==> src/rtl/lglf_pkg.sv <==
package lglf_pkg;

   localparam int SAMPLE_BITS = 16;

   typedef struct packed {
      logic signed [SAMPLE_BITS-1:0] sample;
      logic                          sample_valid;
      logic                          end_of_line;
   } req_type;

   typedef struct packed {
      logic signed [SAMPLE_BITS-1:0] filled_value;
      logic                          filled_ok;
      logic                          run_last;
      logic                          line_done;
   } rsp_type;

   typedef enum logic [2:0] {
      ST_IDLE,
      ST_DIV,
      ST_FILL,
      ST_SELF,
      ST_FLUSH
   } state_type;

   typedef struct packed {
      logic accept;
      logic div_start;
      logic fill_init;
      logic emit_fill;
      logic emit_self;
      logic emit_flush;
   } cmd_type;

   typedef struct packed {
      logic sample_valid;
      logic gap_nz;
      logic seen;
      logic eol_now;
      logic div_busy;
      logic fill_last;
      logic out_free;
   } status_type;

endpackage

==> src/rtl/lglf_div.sv <==
module lglf_div #(
   parameter int GW = 7
) (
   input  logic                              clock,
   input  logic                              reset,
   input  logic                              start,
   input  logic [lglf_pkg::SAMPLE_BITS-1:0]  dividend,
   input  logic [GW-1:0]                     divisor,
   output logic                              busy,
   output logic [lglf_pkg::SAMPLE_BITS-1:0]  quotient,
   output logic [GW-1:0]                     remainder
);
   import lglf_pkg::*;

   localparam int CW = $clog2(SAMPLE_BITS + 1);

   logic                   busy_ff, busy_in;
   logic [CW-1:0]          cnt_ff, cnt_in;
   logic [GW-1:0]          rem_ff, rem_in;
   logic [GW-1:0]          dvs_ff, dvs_in;
   logic [SAMPLE_BITS-1:0] quo_ff, quo_in;
   logic [GW:0]            shifted;
   logic [GW:0]            diff;

   always_comb begin
      shifted = {rem_ff, quo_ff[SAMPLE_BITS-1]};
      diff    = shifted - {1'b0, dvs_ff};
      busy_in = busy_ff;
      cnt_in  = cnt_ff;
      rem_in  = rem_ff;
      dvs_in  = dvs_ff;
      quo_in  = quo_ff;
      if (start) begin
         busy_in = 1'b1;
         cnt_in  = CW'(SAMPLE_BITS);
         rem_in  = '0;
         dvs_in  = divisor;
         quo_in  = dividend;
      end else if (busy_ff) begin
         if (shifted >= {1'b0, dvs_ff}) begin
            rem_in = diff[GW-1:0];
            quo_in = {quo_ff[SAMPLE_BITS-2:0], 1'b1};
         end else begin
            rem_in = shifted[GW-1:0];
            quo_in = {quo_ff[SAMPLE_BITS-2:0], 1'b0};
         end
         cnt_in  = cnt_ff - CW'(1);
         busy_in = (cnt_ff != CW'(1));
      end
   end

   always_ff @(posedge clock) begin
      if (reset) begin
         busy_ff <= 1'b0;
      end else begin
         busy_ff <= busy_in;
      end
   end

   always_ff @(posedge clock) begin
      cnt_ff <= cnt_in;
      rem_ff <= rem_in;
      dvs_ff <= dvs_in;
      quo_ff <= quo_in;
   end

   assign busy      = busy_ff;
   assign quotient  = quo_ff;
   assign remainder = rem_ff;

endmodule

==> src/rtl/lglf_dp.sv <==
module lglf_dp #(
   parameter int LINE_MAX = 64
) (
   input  logic                 clock,
   input  logic                 reset,
   input  lglf_pkg::cmd_type    cmd,
   output lglf_pkg::status_type status,
   input  lglf_pkg::req_type    req_data,
   output logic                 rsp_valid,
   input  logic                 rsp_ready,
   output lglf_pkg::rsp_type    rsp_data
);
   import lglf_pkg::*;

   localparam int GW = $clog2(LINE_MAX + 1);
   localparam int PW = $clog2(LINE_MAX);
   localparam int SB = SAMPLE_BITS;

   logic [SB-1:0] anchor_ff, anchor_in;
   logic          seen_ff, seen_in;
   logic [GW-1:0] gap_ff, gap_in;
   logic [PW-1:0] pos_ff, pos_in;
   logic [SB-1:0] x_ff, x_in;
   logic          eol_ff, eol_in;
   logic          neg_ff, neg_in;
   logic [GW-1:0] k_ff, k_in;
   logic [SB-1:0] q_ff, q_in;
   logic [GW-1:0] r_ff, r_in;
   logic          rsp_valid_ff, rsp_valid_in;
   rsp_type       rsp_ff, rsp_in;

   logic          eol_now;
   logic [SB:0]   diff_w, diff_neg;
   logic [SB-1:0] mag;
   logic          div_busy;
   logic [SB-1:0] div_quo;
   logic [GW-1:0] div_rem;
   logic [GW-1:0] m_w;
   logic [GW:0]   rsum, rsub;
   logic          carry;
   logic [SB-1:0] q_next;
   logic [GW-1:0] r_next;
   logic [SB-1:0] offs;
   logic [SB-1:0] fill_val;
   logic [SB-1:0] flush_val;
   logic          fill_last;
   logic          out_free;

   assign eol_now  = req_data.end_of_line || (pos_ff == PW'(LINE_MAX - 1));
   assign diff_w   = {req_data.sample[SB-1], req_data.sample} - {anchor_ff[SB-1], anchor_ff};
   assign diff_neg = ~diff_w + (SB+1)'(1);
   assign mag      = diff_w[SB] ? diff_neg[SB-1:0] : diff_w[SB-1:0];
   assign m_w      = gap_ff + GW'(1);

   lglf_div #(
      .GW (GW)
   ) u_div (
      .clock     (clock),
      .reset     (reset),
      .start     (cmd.div_start),
      .dividend  (mag),
      .divisor   (m_w),
      .busy      (div_busy),
      .quotient  (div_quo),
      .remainder (div_rem)
   );

   assign rsum      = {1'b0, r_ff} + {1'b0, div_rem};
   assign rsub      = rsum - {1'b0, m_w};
   assign carry     = (rsum >= {1'b0, m_w});
   assign r_next    = carry ? rsub[GW-1:0] : rsum[GW-1:0];
   assign q_next    = q_ff + div_quo + SB'(carry);
   assign offs      = neg_ff ? (~q_ff + SB'(1)) : q_ff;
   assign fill_val  = seen_ff ? (anchor_ff + offs) : x_ff;
   assign flush_val = seen_ff ? anchor_ff : '0;
   assign fill_last = (k_ff == gap_ff);
   assign out_free  = !rsp_valid_ff || rsp_ready;

   always_comb begin
      anchor_in    = anchor_ff;
      seen_in      = seen_ff;
      gap_in       = gap_ff;
      pos_in       = pos_ff;
      x_in         = x_ff;
      eol_in       = eol_ff;
      neg_in       = neg_ff;
      k_in         = k_ff;
      q_in         = q_ff;
      r_in         = r_ff;
      rsp_in       = rsp_ff;
      rsp_valid_in = rsp_ready ? 1'b0 : rsp_valid_ff;

      if (cmd.accept) begin
         x_in   = req_data.sample;
         eol_in = eol_now;
         neg_in = diff_w[SB];
         k_in   = GW'(1);
         if (!req_data.sample_valid) begin
            gap_in = gap_ff + GW'(1);
            if (!eol_now) begin
               pos_in = pos_ff + PW'(1);
            end
         end
      end

      if (cmd.fill_init) begin
         q_in = div_quo;
         r_in = div_rem;
      end

      if (cmd.emit_fill) begin
         k_in         = k_ff + GW'(1);
         q_in         = q_next;
         r_in         = r_next;
         rsp_valid_in = 1'b1;
         rsp_in       = '{filled_value: fill_val, filled_ok: 1'b1,
                          run_last: 1'b0, line_done: 1'b0};
      end

      if (cmd.emit_self) begin
         rsp_valid_in = 1'b1;
         rsp_in       = '{filled_value: x_ff, filled_ok: 1'b1,
                          run_last: 1'b1, line_done: eol_ff};
         gap_in       = '0;
         if (eol_ff) begin
            anchor_in = '0;
            seen_in   = 1'b0;
            pos_in    = '0;
         end else begin
            anchor_in = x_ff;
            seen_in   = 1'b1;
            pos_in    = pos_ff + PW'(1);
         end
      end

      if (cmd.emit_flush) begin
         k_in         = k_ff + GW'(1);
         rsp_valid_in = 1'b1;
         rsp_in       = '{filled_value: flush_val, filled_ok: seen_ff,
                          run_last: fill_last, line_done: fill_last};
         if (fill_last) begin
            anchor_in = '0;
            seen_in   = 1'b0;
            gap_in    = '0;
            pos_in    = '0;
         end
      end
   end

   always_ff @(posedge clock) begin
      if (reset) begin
         anchor_ff    <= '0;
         seen_ff      <= 1'b0;
         gap_ff       <= '0;
         pos_ff       <= '0;
         rsp_valid_ff <= 1'b0;
      end else begin
         anchor_ff    <= anchor_in;
         seen_ff      <= seen_in;
         gap_ff       <= gap_in;
         pos_ff       <= pos_in;
         rsp_valid_ff <= rsp_valid_in;
      end
   end

   always_ff @(posedge clock) begin
      x_ff   <= x_in;
      eol_ff <= eol_in;
      neg_ff <= neg_in;
      k_ff   <= k_in;
      q_ff   <= q_in;
      r_ff   <= r_in;
      rsp_ff <= rsp_in;
   end

   assign status = '{sample_valid: req_data.sample_valid,
                     gap_nz:       (gap_ff != '0),
                     seen:         seen_ff,
                     eol_now:      eol_now,
                     div_busy:     div_busy,
                     fill_last:    fill_last,
                     out_free:     out_free};

   assign rsp_valid = rsp_valid_ff;
   assign rsp_data  = rsp_ff;

endmodule

==> src/rtl/lglf_ctrl.sv <==
module lglf_ctrl (
   input  logic                 clock,
   input  logic                 reset,
   input  logic                 req_valid,
   output logic                 req_ready,
   input  lglf_pkg::status_type status,
   output lglf_pkg::cmd_type    cmd
);
   import lglf_pkg::*;

   state_type state_ff, state_in;

   always_ff @(posedge clock) begin
      if (reset) begin
         state_ff <= ST_IDLE;
      end else begin
         state_ff <= state_in;
      end
   end

   always_comb begin
      state_in  = state_ff;
      cmd       = '0;
      req_ready = 1'b0;
      unique case (state_ff)
         ST_IDLE: begin
            req_ready = 1'b1;
            if (req_valid) begin
               cmd.accept = 1'b1;
               if (status.sample_valid) begin
                  if (!status.gap_nz) begin
                     state_in = ST_SELF;
                  end else if (status.seen) begin
                     cmd.div_start = 1'b1;
                     state_in      = ST_DIV;
                  end else begin
                     state_in = ST_FILL;
                  end
               end else if (status.eol_now) begin
                  state_in = ST_FLUSH;
               end
            end
         end
         ST_DIV: begin
            if (!status.div_busy) begin
               cmd.fill_init = 1'b1;
               state_in      = ST_FILL;
            end
         end
         ST_FILL: begin
            if (status.out_free) begin
               cmd.emit_fill = 1'b1;
               if (status.fill_last) begin
                  state_in = ST_SELF;
               end
            end
         end
         ST_SELF: begin
            if (status.out_free) begin
               cmd.emit_self = 1'b1;
               state_in      = ST_IDLE;
            end
         end
         ST_FLUSH: begin
            if (status.out_free) begin
               cmd.emit_flush = 1'b1;
               if (status.fill_last) begin
                  state_in = ST_IDLE;
               end
            end
         end
         default: begin
            state_in = ST_IDLE;
         end
      endcase
   end

   a_one_emit: assert property (@(posedge clock) disable iff (reset)
      $onehot0({cmd.emit_fill, cmd.emit_self, cmd.emit_flush}))
      else $error("more than one result loaded in a cycle");

   a_fill_has_gap: assert property (@(posedge clock) disable iff (reset)
      (state_ff == ST_FILL) |-> status.gap_nz)
      else $error("filling with no holes held back");

   a_flush_has_gap: assert property (@(posedge clock) disable iff (reset)
      (state_ff == ST_FLUSH) |-> status.gap_nz)
      else $error("flushing with no holes held back");

   a_emit_free: assert property (@(posedge clock) disable iff (reset)
      (cmd.emit_fill || cmd.emit_self || cmd.emit_flush) |-> status.out_free)
      else $error("result loaded over one not yet taken");

endmodule

==> src/rtl/line_gap_linear_fill.sv <==
// Fills holes in a line of signed samples by linear interpolation. Items of a line
// arrive in order; a hole gives no result until its run closes. A valid sample
// after a run of L holes is taken, passes through the one-bit-per-cycle restoring
// divider, which divides |B-A| by L+1 into a SAMPLE_BITS (16) bit quotient; its
// quotient and remainder are then loaded, and the filled run and the sample
// itself follow, one result per cycle while the output register is free; the
// filled values are built from that one quotient and remainder by accumulation.
// A hole that ends the line delivers its run without the divider.
// Without a preceding valid sample the divider is skipped. One item is worked on
// at a time; the next is taken while the last result still waits in the output
// register. A line ends at end_of_line or at its LINE_MAX-th sample.
module line_gap_linear_fill #(
   parameter int LINE_MAX = 64
) (
   input  logic              clock,
   input  logic              reset,
   input  logic              req_valid,
   output logic              req_ready,
   input  lglf_pkg::req_type req_data,
   output logic              rsp_valid,
   input  logic              rsp_ready,
   output lglf_pkg::rsp_type rsp_data
);
   import lglf_pkg::*;

   cmd_type    cmd;
   status_type status;

   lglf_ctrl u_ctrl (
      .clock     (clock),
      .reset     (reset),
      .req_valid (req_valid),
      .req_ready (req_ready),
      .status    (status),
      .cmd       (cmd)
   );

   lglf_dp #(
      .LINE_MAX (LINE_MAX)
   ) u_dp (
      .clock     (clock),
      .reset     (reset),
      .cmd       (cmd),
      .status    (status),
      .req_data  (req_data),
      .rsp_valid (rsp_valid),
      .rsp_ready (rsp_ready),
      .rsp_data  (rsp_data)
   );

endmodule

==> config.mk <==
export PLATFORM = sky130hd
export DESIGN_NAME = line_gap_linear_fill
export DESIGN_NICKNAME = d
export VERILOG_FILES = /design/src/rtl/lglf_pkg.sv /design/src/rtl/lglf_div.sv /design/src/rtl/lglf_dp.sv /design/src/rtl/lglf_ctrl.sv /design/src/rtl/line_gap_linear_fill.sv
export SDC_FILE = /design/constraint.sdc
export NUM_CORES = 1
export LEC_CHECK = 0
export BUFFER_PORTS_ARGS = -buffer_cell sky130_fd_sc_hd__buf_4
export CAP_MARGIN = 10
export CORE_MARGIN = 2
export CORE_UTILIZATION = 50
export CTS_CLUSTER_DIAMETER = 50
export DETAILED_ROUTE_END_ITERATION = 12
export PLACE_DENSITY = 0.67
export SYNTH_ARGS = -nofsm -noshare
export SYNTH_HDL_FRONTEND = slang
export SYNTH_SLANG_ARGS = --single-unit
==> constraint.sdc <==
create_clock -name clock -period 6.72 [get_ports clock]
set_clock_uncertainty 0.2 [all_clocks]
set_input_delay 0.672 -clock clock [delete_from_list [all_inputs] [get_ports clock]]
set_output_delay 0.672 -clock clock [all_outputs]
set_load 0.05 [all_outputs]
==> flow_metrics.py <==
metrics = {
    "logic_synthesis": {
        "synth.mux.area_fraction_pct": 1.715,
        "synthesis.nets": 1131,
        "share_of_yosys_cell_area_claimed_by_the_top_area_cell_type_pct": 28.27,
        "synth-xor-area-share_pct": 9.712,
        "post_synth_main_area_contributors": "sky130_fd_sc_hd__edfxtp_1, sky130_fd_sc_hd__dfxtp_1, sky130_fd_sc_hd__ha_1",
        "ys_ff_latch": 137,
        "postSynthAreaPerCell_um2": 9.299,
        "dominantRegCellSynth": "sky130_fd_sc_hd__edfxtp_1",
        "synthDistinctLibCells": 75,
        "simple_gate_portion_of_the_synthesized_area_pct": 15.51,
        "combinational_family_with_the_most_area_after_synthesis": "compound AO/OA/AOI/OAI gates",
        "synth_compound_area_share_pct": 19.90,
        "synth_area_mm2": 0.009559,
        "syn-instance-count": 1028,
        "ys_async_sr_fraction_pct": 0,
        "synthAdderAreaFrac_pct": 11.15,
        "synth_area_leader_cell": "sky130_fd_sc_hd__edfxtp_1",
        "yosysWarnings": 0,
        "yosysSeqAreaShare_pct": 38.12,
        "synth_enable_flop_cells": 90,
    },
    "worst_setup_path": {
        "worstPathArrival_ps": 5660,
        "timing.critical_path.slowest_stage_cell": "sky130_fd_sc_hd__a221oi_4",
        "worstSetupPathType": "register to register",
        "worstPathBufferInverterCount": 0,
        "cp.required_ps": 6690,
        "cell_by_cell_listing_of_the_critical_path": "ha_1, fa_1, fa_1, a21o_1, a21o_1, a21o_1, a21oi_1, o21ai_0, a221oi_4, fa_1, fa_1, nor2b_1, o21ai_0, a21o_1, a31oi_1, a41o_1, o31ai_1, mux2i_1, nand3_1",
        "timing.critical_path.max_delay_family": "compound AO/OA/AOI/OAI gates",
        "critPathLaunchType": "register",
        "crit_fanout": 9,
        "critical-path-max-stage-delay_ps": 620,
        "worst_setup_path_end_kind": "register",
        "ff2ff_path_depth": 19,
        "worst-path-stages": 19,
    },
    "power": {
        "total_power_mw": 5.198,
        "ir_worst_vdd_mv": 0.2340,
        "power-per-cell-area_mw_per_mm2": 485.3,
        "p_leak_nw": 4.295,
    },
    "finish": {
        "instances_no_fill": 1309,
        "filler_cell_count": 1643,
        "multiInputGateArea_mm2": 0.005545,
        "layout-drive-gt1-share_pct": 9.953,
        "sequential_cell_area_mm2": 0.003643,
        "syn2layout_area_growth_pct": 12.04,
        "diodes": 0,
        "design.final.nets": 1165,
        "fin_area_mm2": 0.01071,
    },
    "die": {
        "rows": 50,
        "design.core.area_mm2": 0.01871,
        "num_io_pins": 43,
        "die-height_um": 142.3,
        "initial_utilization_pct": 51.10,
        "die_area_mm2": 0.02024,
        "chipWidth_um": 142.3,
    },
    "sta": {
        "setup_viol": 0,
        "hold_viol_final": 0,
        "fmax_ghz": 0.1760,
        "fin_tns_setup_ps": 0,
        "grt_setup_unrepaired": "false",
        "hold_slack_ps": 230.0,
        "worst_slew_margin_rel_pct": 37.84,
        "final_period_minus_worst_setup_slack_ps": 5681,
        "drv_slew": 0,
        "fin_crit_sh_pct": 84.54,
        "worst_margin_slew_ps": 931.3,
    },
    "clock_network": {
        "cts.repair.resized": 0,
        "ctsHtreeMaxLevel": 4,
        "clkSinkCount": 137,
        "cts.clk_slew.worst_paths_ps": 60,
        "cts-root-buf": "sky130_fd_sc_hd__clkbuf_16",
        "clock_tree_from_tritoncts": "built",
        "cts-buffers-inserted": 17,
        "cts.repair_timing.setup_buffer_count": 0,
        "worst_skew_pair.late_latency_ps": 430,
        "cts_max_path_buffers": 2,
        "cts_hold_repair.buffers": 0,
    },
    "detailed_routing": {
        "drt-initial-drc-count": 538,
        "drtPass1Iterations": 5,
        "route.vias.total": 7594,
        "detail_route.wirelength_um": 22750,
        "drc": 0,
        "antenna_left": 0,
        "viasPerCell": 5.801,
        "routed_wire_length_per_instance_um": 17.38,
    },
    "worst_hold_path": {
        "holdPathStages": 1,
        "worstHoldPathType": "input port to register",
    },
    "outcome": {
        "outcome": "finished, final reports clean",
    },
    "placed_design": {
        "placedInstanceArea_mm2": 0.01009,
        "dp_hpwl_um": 17100,
        "numPortBuffers": 42,
        "place.gp.congestion": 0.8959,
        "placed_cells_incl_taps": 1276,
    },
    "global_route": {
        "pin_count_of_the_biggest_net_entering_global_routing": 30,
        "first_global_vias": 7091,
        "grt_pass1_wl_um": 36580,
        "grt.overflow.total": 0,
        "grt_antenna_before_repair": 0,
        "grtUsageTotal_pct": 23.38,
    },
    "flow_run": {
        "maxCapViolations": 0,
    },
}
through the flow:
| stage | setup WS (ps) | utilization [%] |
|---|---|---|
| 6_report | 1039 | 57.26 |
| 5_1_grt | 634.3 | 57.26 |
| 4_1_cts | 1047 | 57.22 |
| 3_5_place_dp | 1077 | 53.92 |
| 3_3_place_gp | 1246 | 53.92 |
| 2_1_floorplan | 1564 | - |
routing by layer:
layer	global-route usage, %	wire length [um]
met1	31.37	10560
met2	38.77	10820
met3	3.701	960
met4	7.632	414
met5	0	0
where the power goes:
group          internal, mW  total (mW)  switching, mW  leakage, nW
sequential             1.26        1.50          0.235         1.22
clock                 0.593       0.983          0.391        0.299
combinational          1.10        2.72           1.61         2.78
Yosys cell counts, types with 4 or more instances:
cell type                  count
sky130_fd_sc_hd__ha_1         74
sky130_fd_sc_hd__o31ai_1      12
sky130_fd_sc_hd__o311ai_0      4
sky130_fd_sc_hd__mux2i_1      13
sky130_fd_sc_hd__nor3_1       22
sky130_fd_sc_hd__nand3_1      22
sky130_fd_sc_hd__nand3b_1      4
sky130_fd_sc_hd__a32oi_1       4
sky130_fd_sc_hd__dfxtp_1      47
sky130_fd_sc_hd__nor2b_1       9
sky130_fd_sc_hd__xor2_1       40
sky130_fd_sc_hd__nor4b_1       4
sky130_fd_sc_hd__nand4_1      11
sky130_fd_sc_hd__a211oi_1     10
sky130_fd_sc_hd__nand2b_1     15
sky130_fd_sc_hd__clkbuf_1     31
sky130_fd_sc_hd__and2_1        4
sky130_fd_sc_hd__inv_1        60
sky130_fd_sc_hd__nor2_1       66
sky130_fd_sc_hd__a31oi_1       6
sky130_fd_sc_hd__o21bai_1      9
sky130_fd_sc_hd__or2_2         4
sky130_fd_sc_hd__nand2_1     117
sky130_fd_sc_hd__o21ai_0      93
sky130_fd_sc_hd__or3_1        12
sky130_fd_sc_hd__a21oi_1      48
sky130_fd_sc_hd__o21a_1        8
sky130_fd_sc_hd__and3_1        8
sky130_fd_sc_hd__a21o_1       21
sky130_fd_sc_hd__edfxtp_1     90
sky130_fd_sc_hd__fa_1          7
sky130_fd_sc_hd__buf_2         4
sky130_fd_sc_hd__a22o_1       22
sky130_fd_sc_hd__xnor2_1      66
placed cells by master, fill, tap and decap left out, types with 21 or more instances in the layout:
cell type,instances
sky130_fd_sc_hd__dfxtp_1,47
sky130_fd_sc_hd__nand3_1,22
sky130_fd_sc_hd__a21o_1,21
sky130_fd_sc_hd__edfxtp_1,90
sky130_fd_sc_hd__inv_1,60
sky130_fd_sc_hd__buf_4,51
sky130_fd_sc_hd__o21ai_0,93
sky130_fd_sc_hd__xor2_1,40
sky130_fd_sc_hd__a22o_1,22
sky130_fd_sc_hd__nor3_1,22
sky130_fd_sc_hd__a21oi_1,48
sky130_fd_sc_hd__ha_1,74
sky130_fd_sc_hd__xnor2_1,66
sky130_fd_sc_hd__nand2_1,117
sky130_fd_sc_hd__nor2_1,65
sequential cells by signal, indices dropped and copies added, names as in the netlist, 6 cells and up:
register              count
u_dp.q_ff                16
u_dp.x_ff                16
u_dp.k_ff                 7
u_dp.anchor_ff           16
u_dp.r_ff                 7
u_dp.gap_ff               7
u_dp.u_div.quotient      16
u_dp.rsp_data            19
u_dp.u_div.dvs_ff         7
u_dp.u_div.remainder      7
u_dp.pos_ff               6
area by class of cell:
class                   instances  share of cell area [%]
multi-input cells             794                   51.78
clock inverters                15                   1.787
well taps                     234                   2.734
repair buffers                 51                   3.575
flip-flops and latches        137                   34.02
inverters                      61                   2.138
clock buffers                  17                   3.972
cell families (layout without fill, tap and decap cells):
| group | count (synthesis) | in the layout |
|---|---|---|
| buf+inv | 97 | 144 |
| mux | 16 | 16 |
| xor+xnor | 106 | 106 |
| flops | 137 | 137 |
| fa+ha+maj | 81 | 81 |
| compound gates | 280 | 280 |
| simple gates | 311 | 311 |
path summary, 6_finish.rpt:
check | start | end | slack [ps]
worst max-delay path | u_dp.u_div.remainder[0]$_SDFFE_PP0P_ | u_dp.q_ff[14]$_DFFE_PP_ | 1040
worst min-delay path | req_data[7] | u_dp.x_ff[5]$_DFFE_PP_ | 230
worst max register to register | u_dp.u_div.remainder[0]$_SDFFE_PP0P_ | u_dp.q_ff[14]$_DFFE_PP_ | 1040
worst min register to register | u_dp.x_ff[0]$_DFFE_PP_ | u_dp.anchor_ff[0]$_SDFF_PP0_ | 290
(Power assumes the default switching activity.)
